File: config.mk
export PLATFORM = sky130hd
export DESIGN_NAME = peer_address_table_with_aging
export DESIGN_NICKNAME = d
export VERILOG_FILES = /design/src/rtl/pat_pkg.sv /design/src/rtl/peer_address_table_with_aging.sv /design/src/rtl/pat_cell.sv
export SDC_FILE = /design/constraint.sdc
export NUM_CORES = 2
export LEC_CHECK = 0
export BUFFER_PORTS_ARGS = -buffer_cell sky130_fd_sc_hd__buf_2
export CORE_MARGIN = 3
export CORE_UTILIZATION = 50
export CTS_CLUSTER_SIZE = 10
export DETAILED_ROUTE_END_ITERATION = 12
export GPL_ROUTABILITY_DRIVEN = 0
export PLACE_DENSITY_LB_ADDON = 0.1
export SYNTH_ARGS = -nofsm -noshare
export SYNTH_HDL_FRONTEND = slang
export SYNTH_SLANG_ARGS = --single-unit
File: constraint.sdc
create_clock -name clk_i -period 6.9 [get_ports clk_i]
set_clock_uncertainty 0.1 [all_clocks]
set_input_delay 1.38 -clock clk_i [delete_from_list [all_inputs] [get_ports clk_i]]
set_output_delay 1.38 -clock clk_i [all_outputs]
set_load 0.05 [all_outputs]
File: src/rtl/pat_pkg.sv
`default_nettype none
package pat_pkg;

  localparam int TABLE_SLOTS = 16;
  localparam int SLOT_W      = $clog2(TABLE_SLOTS);
  localparam int CNT_W       = $clog2(TABLE_SLOTS + 1);
  localparam int ADDR_W      = 48;
  localparam int TIME_W      = 32;

  localparam logic [1:0] REQ_SEEN  = 2'd0;
  localparam logic [1:0] REQ_LEARN = 2'd1;
  localparam logic [1:0] REQ_AGE   = 2'd2;

  localparam logic REG_OWN_ADDRESS = 1'b0;
  localparam logic REG_TIMEOUT_MS  = 1'b1;

  localparam logic [TIME_W-1:0] TIMEOUT_RESET = 32'd5000;

  // Token walking the row of cells, gathering lookup and aging results.
  typedef struct packed {
    logic              active;
    logic [1:0]        req;
    logic [ADDR_W-1:0] addr;
    logic [TIME_W-1:0] now;
    logic              found;
    logic [SLOT_W-1:0] found_slot;
    logic              free_ok;
    logic [SLOT_W-1:0] free_slot;
    logic [CNT_W-1:0]  count;
    logic [CNT_W-1:0]  expired;
  } tok_t;

  // Write broadcast issued once the token has left the last cell.
  typedef struct packed {
    logic              en;
    logic              fill;
    logic [SLOT_W-1:0] slot;
    logic [ADDR_W-1:0] addr;
    logic [TIME_W-1:0] now;
  } wr_t;

endpackage
`default_nettype wire

File: src/rtl/peer_address_table_with_aging.sv
// Channel   Signals                                       Handshake
// request   req_type_i, peer_address_i, now_ms_i          start_i && !busy_o
// result    hit_o, added_o, table_full_o, slot_o,         done_o, one cycle
//           peer_count_o, expired_count_o
// config    cfg_index_i, cfg_data_i                       cfg_valid_i && cfg_ready_o
//
// An item's token passes one cell of the row of TABLE_SLOTS-1 peer slots per
// cycle; once it leaves the last cell, any write is committed and the result
// registered together, and a new item may start as soon as the result shows.
// Reset clears every peer slot; slot zero is the own address and always valid.
// The receiver cannot stall, so done_o is a single-cycle strobe.
`default_nettype none
module peer_address_table_with_aging (
  input  wire logic        clk_i,
  input  wire logic        rst_ni,
  input  wire logic        start_i,
  output logic             busy_o,
  input  wire logic [1:0]  req_type_i,
  input  wire logic [47:0] peer_address_i,
  input  wire logic [31:0] now_ms_i,
  output logic             done_o,
  output logic             hit_o,
  output logic             added_o,
  output logic             table_full_o,
  output logic [3:0]       slot_o,
  output logic [4:0]       peer_count_o,
  output logic [3:0]       expired_count_o,
  input  wire logic        cfg_valid_i,
  output logic             cfg_ready_o,
  input  wire logic        cfg_index_i,
  input  wire logic [47:0] cfg_data_i
);

  localparam int N = pat_pkg::TABLE_SLOTS;

  logic [pat_pkg::ADDR_W-1:0] own_q;
  logic [pat_pkg::TIME_W-1:0] timeout_q;
  logic                       busy_q;
  logic                       done_q;
  logic                       hit_q, added_q, full_q;
  logic [3:0]                 slot_q;
  logic [4:0]                 count_q;
  logic [3:0]                 expired_q;

  pat_pkg::tok_t              chain [N];
  pat_pkg::tok_t              fin;
  pat_pkg::wr_t               wr;
  logic                       accept;
  logic                       lookup;
  logic                       hit_d, added_d, full_d;
  logic [pat_pkg::SLOT_W-1:0] slot_d;
  logic [pat_pkg::CNT_W-1:0]  count_d;
  logic [pat_pkg::CNT_W-1:0]  expired_d;

  assign accept      = start_i && !busy_q;
  assign cfg_ready_o = 1'b1;
  assign lookup      = (req_type_i == pat_pkg::REQ_SEEN) || (req_type_i == pat_pkg::REQ_LEARN);

  always_comb begin
    chain[0]            = '0;
    chain[0].active     = accept;
    chain[0].req        = req_type_i;
    chain[0].addr       = peer_address_i;
    chain[0].now        = now_ms_i;
    chain[0].found      = lookup && (peer_address_i == own_q);
    chain[0].count      = pat_pkg::CNT_W'(1);
  end

  for (genvar k = 1; k < N; k++) begin : g_cell
    pat_cell u_cell (
      .clk_i     (clk_i),
      .rst_ni    (rst_ni),
      .idx_i     (pat_pkg::SLOT_W'(k)),
      .timeout_i (timeout_q),
      .tok_i     (chain[k-1]),
      .wr_i      (wr),
      .tok_o     (chain[k])
    );
  end

  assign fin = chain[N-1];

  always_comb begin
    wr        = '0;
    wr.addr   = fin.addr;
    wr.now    = fin.now;
    hit_d     = 1'b0;
    added_d   = 1'b0;
    full_d    = 1'b0;
    slot_d    = '0;
    count_d   = fin.count;
    expired_d = '0;
    unique case (1'b1)
      (fin.req == pat_pkg::REQ_SEEN) || (fin.req == pat_pkg::REQ_LEARN): begin
        if (fin.found) begin
          hit_d  = 1'b1;
          slot_d = fin.found_slot;
          // Only a seen request refreshes, and never the own slot.
          wr.en   = fin.active && (fin.req == pat_pkg::REQ_SEEN) && (fin.found_slot != '0);
          wr.slot = fin.found_slot;
        end else if (fin.free_ok) begin
          added_d = 1'b1;
          slot_d  = fin.free_slot;
          count_d = fin.count + pat_pkg::CNT_W'(1);
          wr.en   = fin.active;
          wr.fill = 1'b1;
          wr.slot = fin.free_slot;
        end else begin
          full_d = 1'b1;
        end
      end
      fin.req == pat_pkg::REQ_AGE: begin
        expired_d = fin.expired;
      end
      default: begin
      end
    endcase
  end

  always_ff @(posedge clk_i or negedge rst_ni) begin
    if (!rst_ni) begin
      own_q     <= '0;
      timeout_q <= pat_pkg::TIMEOUT_RESET;
      busy_q    <= 1'b0;
      done_q    <= 1'b0;
    end else begin
      if (cfg_valid_i) begin
        unique case (cfg_index_i)
          pat_pkg::REG_OWN_ADDRESS: own_q     <= cfg_data_i;
          pat_pkg::REG_TIMEOUT_MS:  timeout_q <= cfg_data_i[pat_pkg::TIME_W-1:0];
        endcase
      end
      if (accept) begin
        busy_q <= 1'b1;
      end else if (fin.active) begin
        busy_q <= 1'b0;
      end
      done_q <= fin.active;
    end
  end

  always_ff @(posedge clk_i) begin
    if (fin.active) begin
      hit_q     <= hit_d;
      added_q   <= added_d;
      full_q    <= full_d;
      slot_q    <= 4'(slot_d);
      count_q   <= 5'(count_d);
      expired_q <= 4'(expired_d);
    end
  end

  assign busy_o          = busy_q;
  assign done_o          = done_q;
  assign hit_o           = hit_q;
  assign added_o         = added_q;
  assign table_full_o    = full_q;
  assign slot_o          = slot_q;
  assign peer_count_o    = count_q;
  assign expired_count_o = expired_q;

endmodule
`default_nettype wire

File: src/rtl/pat_cell.sv
`default_nettype none
module pat_cell (
  input  wire logic                       clk_i,
  input  wire logic                       rst_ni,
  input  wire logic [pat_pkg::SLOT_W-1:0] idx_i,
  input  wire logic [pat_pkg::TIME_W-1:0] timeout_i,
  input  wire pat_pkg::tok_t              tok_i,
  input  wire pat_pkg::wr_t               wr_i,
  output pat_pkg::tok_t                   tok_o
);

  logic                       valid_q, valid_d;
  logic                       active_q;
  logic [pat_pkg::ADDR_W-1:0] addr_q, addr_d;
  logic [pat_pkg::TIME_W-1:0] seen_q, seen_d;
  pat_pkg::tok_t              tok_q, tok_d;
  logic                       lookup;
  logic                       aged;

  assign lookup = (tok_i.req == pat_pkg::REQ_SEEN) || (tok_i.req == pat_pkg::REQ_LEARN);
  assign aged   = (tok_i.now - seen_q) > timeout_i;

  always_comb begin
    tok_d   = tok_i;
    valid_d = valid_q;
    addr_d  = addr_q;
    seen_d  = seen_q;
    if (tok_i.active) begin
      if (lookup && !tok_i.found && valid_q && (addr_q == tok_i.addr)) begin
        tok_d.found      = 1'b1;
        tok_d.found_slot = idx_i;
      end
      if (lookup && !tok_i.free_ok && !valid_q) begin
        tok_d.free_ok   = 1'b1;
        tok_d.free_slot = idx_i;
      end
      if ((tok_i.req == pat_pkg::REQ_AGE) && valid_q && aged) begin
        valid_d       = 1'b0;
        tok_d.expired = tok_i.expired + pat_pkg::CNT_W'(1);
      end
      if (valid_d) begin
        tok_d.count = tok_i.count + pat_pkg::CNT_W'(1);
      end
    end
    // The broadcast never coincides with the token passing this cell.
    if (wr_i.en && (wr_i.slot == idx_i)) begin
      seen_d = wr_i.now;
      if (wr_i.fill) begin
        valid_d = 1'b1;
        addr_d  = wr_i.addr;
      end
    end
  end

  always_ff @(posedge clk_i or negedge rst_ni) begin
    if (!rst_ni) begin
      valid_q  <= 1'b0;
      active_q <= 1'b0;
    end else begin
      valid_q  <= valid_d;
      active_q <= tok_d.active;
    end
  end

  always_ff @(posedge clk_i) begin
    addr_q <= addr_d;
    seen_q <= seen_d;
    tok_q  <= tok_d;
  end

  // The active flag comes from the reset register, the payload from the other.
  always_comb begin
    tok_o        = tok_q;
    tok_o.active = active_q;
  end

endmodule
`default_nettype wire

## Word level (Yosys, flattened, before mapping)

Index checks and enable logic that the tools add are counted.

- Bits in registers: 2857
- Bits of input ports: 135
- Output and inout port bits: 19
- Word-level logic and storage cells: 714

- Add/subtract/negate cells: 44
- $lt $le $gt $ge: 15
- Equality and inequality tests: 63
- Multiplexer cells: 165
- Bitwise operators: 2
- Reduce and logical (&&, ||, !) cells: 220

Operators with widths:

| operator | count |
|---|---|
| $eq 48x48->1 | 16 |
| $gt 32x32->1 | 15 |
| $sub 32x32->32 | 15 |
| $mux 5 | 61 |
| $mux 20 | 15 |
| $add 5x1->5 const B | 29 |
| $logic_and 1x1->1 | 123 |
| $mux 1 | 83 |
| $logic_not 1->1 | 45 |
| $reduce_and 2->1 | 17 |
| $eq 2x1->1 const B | 16 |
| $eq 2x2->1 const B | 16 |
| $eq 4x4->1 const B | 8 |
| $logic_not 2->1 | 16 |
| $eq 4x3->1 const B | 4 |
| $logic_or 1x1->1 | 16 |
| $mux 4 | 3 |
| $mux 6 | 2 |
| $eq 4x2->1 const B | 2 |
| $eq 4x1->1 const B | 1 |
| $reduce_bool 4->1 | 1 |
| $mux 2 | 1 |
| $not 1->1 | 2 |
| $reduce_bool 2->1 | 1 |
| $reduce_or 2->1 | 1 |

## Longest topological paths before layout

- Word-level depth: 9
- Mapped depth: 25
- Depth with buffers taken out: 25

## Modules after synthesis

A second synthesis with hierarchy kept.

- Cell total of the unflattened synthesis: 10329
- Area, all modules: 123693.6 µm²

By module, submodules not included:

| module | instances | cells an instance | area an instance (µm²) | sequential area each (µm²) |
|---|---|---|---|---|
| pat_cell at g_cell[11].u_cell ... | 7 | 659 | 7872.6 | 4494.3 |
| pat_cell at g_cell[10].u_cell ... | 3 | 687 | 8097.8 | 4494.3 |
| pat_cell at g_cell[6].u_cell ... | 3 | 656 | 7923.8 | 4494.3 |
| pat_cell at g_cell[5].u_cell | 1 | 728 | 8333.0 | 4494.3 |
| pat_cell at g_cell[8].u_cell | 1 | 655 | 7876.3 | 4494.3 |
| peer_address_table_with_aging | 1 | 304 | 4311.6 | 2538.7 |

## Worst setup path before layout

No wires, ideal clock.

- Path type: input to register
- Start: input port now_ms_i[0]
- End: register g_cell[1].u_cell.valid_q
- Setup time: 74 ps
- Arrival time: 5664 ps
- Data required time: 6726 ps
- Setup slack: 1061 ps
- Stages: 25
- Buffers on the path: 0
- Path through: inv_1 > ha_1 > inv_1 > fa_1 > a21o_1 > a21oi_1 > o21ai_1 > a221oi_1 > o21ai_1 > a31o_2 > o211ai_1 > nand2b_1 > a21oi_1 > xnor2_1 > ha_1 > a21o_1 > a21oi_1 > nor2b_1 > o21ai_0 > nand2b_1 > a221o_1 > a21o_1 > a211o_1 > o2111ai_1 > o22a_1

- Cells in the longest elaborated chain, start to end: 8

RTL lines:

| what | RTL line | RTL |
|---|---|---|
| start: declaration | peer_address_table_with_aging.sv:20 | `input wire logic [31:0] now_ms_i,` |
| $sub 32x32->32 (*) | pat_cell.sv:21 | `assign aged = (tok_i.now - seen_q) > timeout_i;` |
| $gt 32x32->1 (*) | pat_cell.sv:21 |  |
| $logic_and 1x1->1 (*) | pat_cell.sv:37 | `if ((tok_i.req == pat_pkg::REQ_AGE) && valid_q && aged) begin` |
| $mux 1 (*) | pat_cell.sv:37 |  |
| $mux 1 (*) (2 in a row) | pat_cell.sv:28 | `if (tok_i.active) begin` |
| $mux 1 | pat_cell.sv:48 | `if (wr_i.fill) begin` |
| $mux 1 (*) | pat_cell.sv:46 | `if (wr_i.en && (wr_i.slot == idx_i)) begin` |
| net g_cell[1].u_cell.valid_d | pat_cell.sv:12 | `logic valid_q, valid_d;` |
| end signal: assignment | pat_cell.sv:60 | `valid_q <= valid_d;` |
| end: declaration | pat_cell.sv:12 |  |

The timed path passes the listed nets; every way through them passes the cells marked *. The select of a mux whose other input is x is not followed.
A chain may end at the register's enable or synchronous reset.

==> results_dict.tcl <==
set metrics [dict create \
    ys_ff_latch 2808 \
    synth-main-ff-cell "dfxtp_1" \
    start_util_pct 50.5 \
    antenna_found_initial 22 \
    hold_buffers 0 \
    crit_fanout 7 \
    max_freq_mhz 162 \
    holdWs_ns 0.202 \
    cts_max_path_buffers 4 \
    clock_sinks 2808 \
    ir_drop_mv 0.238 \
    switching_power_mw 9.01 \
    cts_buffers 337 \
    tightest_slew_ns 1.26 \
    pin_count 154 \
    ys_types 89 \
    p_sw_share_pct 23.9 \
    cts_tree "yes" \
    power.leakage_nw 54.6 \
    hp-start "g_cell[12].u_cell.tok_o[50]" \
    cts-resized-gates 0 \
    num_vias 72200 \
    synthArstFlopShare_pct 3.99 \
    cts_setup_buffers 0 \
    power_frac_seq_pct 48.8 \
    r2r_end "g_cell[11].u_cell.tok_o[6]" \
    min_path_cells 0 \
    design_area_um2 131000 \
    core-area_um2 231000 \
    rsz0062_at_grt "false" \
    rr_worst_depth 21 \
    combPwrFrac_pct 9.6 \
    via_per_inst 5.49 \
    die_h_um 489 \
    criticalPathCategory "register to register" \
    min_path_type "register to register" \
    cp.required_ns 7.61 \
    placed_area_um2 122000 \
    htree_levels 5 \
    timing.hold.worst_endpoint "g_cell[13].u_cell.tok_o[50]" \
    grt_max_degree 69 \
    ant_nets 0 \
    hold_viol_final 0 \
    power.density_nw_per_um2 286 \
    fin_crit_ns 6.18 \
    internal_power_mw 28.6 \
    ys_seq_area_share_pct 59.2 \
    syn_to_final_growth_pct 12.9 \
    cts_root_buf "clkbuf_16" \
    drive_above_1_share_pct 8.35 \
    fin_nets 11000 \
    worst_setup_path_end_kind "register" \
    wl_per_cell_um 22.0 \
    rrSetupSlack_ns 0.72 \
    worstPathArrival_ns 6.89 \
    fp.dieArea_um2 239000 \
    utilization_pct 57.0 \
    track_usage_pct 24.0 \
    setup_viol 0 \
    yosys_warnings 0 \
    synth.avg_cell_area_um2 12.5 \
    r2r-start "g_cell[10].u_cell.tok_o[20]" \
    drtIter0Drc 4940 \
    status "finished clean" \
    grt_pass1_vias 73400 \
    worstSkewPairLatency_ns 0.97 \
    synth_edf_count 1216 \
    slew_headroom_pct 15.7 \
    drtPass1Iterations 6 \
    grt_pass1_wl_um 434000 \
    syn_nets 10400 \
    dpl.hpwl_um 225000 \
    clkPwrFrac_pct 41.6 \
    clkTransAtPathRegs_ns 0.06 \
    period_share_pct 89.6 \
    drv_slew 0 \
    syn_inst 9305 \
    start_kind "register" \
    max_cap_violations 0 \
    drc 0 \
    globalRouteOverflowTotal 0 \
    rows 176 \
    fin_tns_setup_ns 0 \
    syn_area_um2 116000 \
    numPortBuffers 152 \
    wl_um 289000 \
    die_w_um 489 \
]
## placed cells by master (no fill, tap or decap), drive strengths merged, types with 22 or more instances in the layout
master     n
or2       59
xnor2    769
o21ai    268
and3      63
xor2     433
and2      55
nand2b   104
a211oi    32
nand4    280
a221oi    28
nor4     130
nor2     348
a31oi     44
o211ai    24
ha       973
nand3    140
clkbuf   572
buf      247
or3       22
dfxtp   1480
o21bai    70
o21a      74
o22ai     37
nor3      85
mux2     109
inv      750
a21o     430
nor2b    120
a21oi    501
edfxtp  1216
nand2    214
dfrtp    107
## logic make-up after synthesis
logic type      count (synthesis)  share of synthesized area, %
compound gates               1720                          9.67
xor+xnor                     1202                          9.04
fa+ha+maj                     988                          10.7
buf+inv                       780                          2.52
flops                        2808                          59.2
mux                           111                          1.07
other cells                     1                       0.00322
simple gates                 1695                          7.77
## worst max-delay path: stages, from the launching register on
cell and delay, ns:
dfxtp_1 0.32, inv_1 0.05, ha_1 0.15, inv_1 0.05
fa_1 0.39, a21oi_1 0.20, o21ai_0 0.14, a2111oi_0 0.62
nor3b_1 0.20, a31oi_1 0.41, o21ai_2 0.20, a31oi_1 0.22
a21oi_1 0.13, a311oi_1 0.34, xnor2_1 0.12, ha_1 0.30
nand4_1 0.33, nor4_1 0.37, nand4_1 0.37, and4b_1 0.43
a21oi_1 0.25, mux2_2 0.36
## synth_stat cells, drive strengths merged, types with 13 or more instances
master      n  area (µm²)
dfrtp     107        2680
nor3       85         425
o21ai     268        1350
xnor2     769        6740
and4       13         114
nand2b    104         651
ha        973       12200
dfxtp    1480       29600
nor2      348        1310
fa         15         300
o31ai      18         135
nor2b     120         751
nor4      130         813
a221oi     28         245
or2        59         369
or4        14         105
or3        22         138
o21a       74         556
a211o      14         123
clkbuf     35         131
a21boi     20         150
o211ai     24         185
a2111oi    20         190
nand4     280        1750
nand2     214         803
a31oi      44         282
and3       63         394
a21o      430        3230
inv       737        2770
o22ai      37         231
mux2      109        1230
a21oi     501        2520
o21bai     70         526
nand3     140         701
a211oi     32         240
nand3b     16         120
edfxtp   1216       36500
xor2      433        3790
and2       55         344
## cell type report
| cell class | instances | area [µm²] |
|---|---|---|
| repair buffers | 247 | 1480 |
| diodes | 12 | 30.0 |
| multi-input cells | 5717 | 44800 |
| clock buffers | 572 | 9390 |
| well taps | 3026 | 3790 |
| fillers | 18700 | 99300 |
| inverters | 737 | 2770 |
| clock inverters | 22 | 243 |
| flip-flops and latches | 2808 | 69000 |
## metal layers
metal / wire (µm) / global-route usage, % / share of wire, % / vias to the layer above
li1: - / - / - / 34600
met1: 133000 / 33.2 / 46 / 34900
met3: 14500 / 3.36 / 5.0 / 569
met4: 11500 / 9.25 / 4.0 / 2
met2: 130000 / 38.5 / 45 / 2050
met5: 14 / 0 / 0.0048 / -
## worst max-delay path by stage
stage | startpoint | endpoint | slack, ns | cells after the start
final | g_cell[10].u_cell.tok_o[20] | g_cell[11].u_cell.tok_o[6] | 0.72 | 21
after detailed placement | now_ms_i[0] | g_cell[1].u_cell.tok_o[5] | 0.25 | 27
after global routing | g_cell[7].u_cell.tok_o[20] | g_cell[8].u_cell.tok_o[1] | 0.35 | 23
after CTS | g_cell[7].u_cell.tok_o[20] | g_cell[8].u_cell.tok_o[1] | 0.64 | 23
after global placement | now_ms_i[0] | g_cell[1].u_cell.tok_o[5] | 0.13 | 27
after floorplan | now_ms_i[0] | g_cell[1].u_cell.valid_q | 1.06 | 25
## through the flow
step           instances  power, mW  worst slack [ns]
2_1_floorplan       9305       20.9              1.06
3_3_place_gp       12500       22.2             0.128
3_5_place_dp       12500       22.3             0.253
4_1_cts            13100       37.9             0.643
5_1_grt            13100       39.1             0.350
6_report           13100       37.6             0.718
## sequential cells by signal (all words and copies together), names as in the netlist
name,cells
g_cell.u_cell.valid_q,15
hit_o,1
g_cell.u_cell.tok_o,1480
done_o,1
table_full_o,1
expired_count_o,4
slot_o,4
added_o,1
peer_count_o,5
own_q,48
timeout_q,32
g_cell.u_cell.active_q,15
busy_o,1
g_cell.u_cell.seen_q,480
g_cell.u_cell.addr_q,720
## power by group through the flow
stage | Clock (mW) | Sequential, mW | Combinational (mW)
after CTS | 16.0 | 18.4 | 3.60
after floorplan | 0 | 18.5 | 2.46
after global routing | 16.7 | 18.4 | 4.03
after detailed placement | 0 | 18.7 | 3.58
after global placement | 0 | 18.7 | 3.46
final | 15.7 | 18.4 | 3.61
No activity file was read; power rests on OpenSTA's default activity.
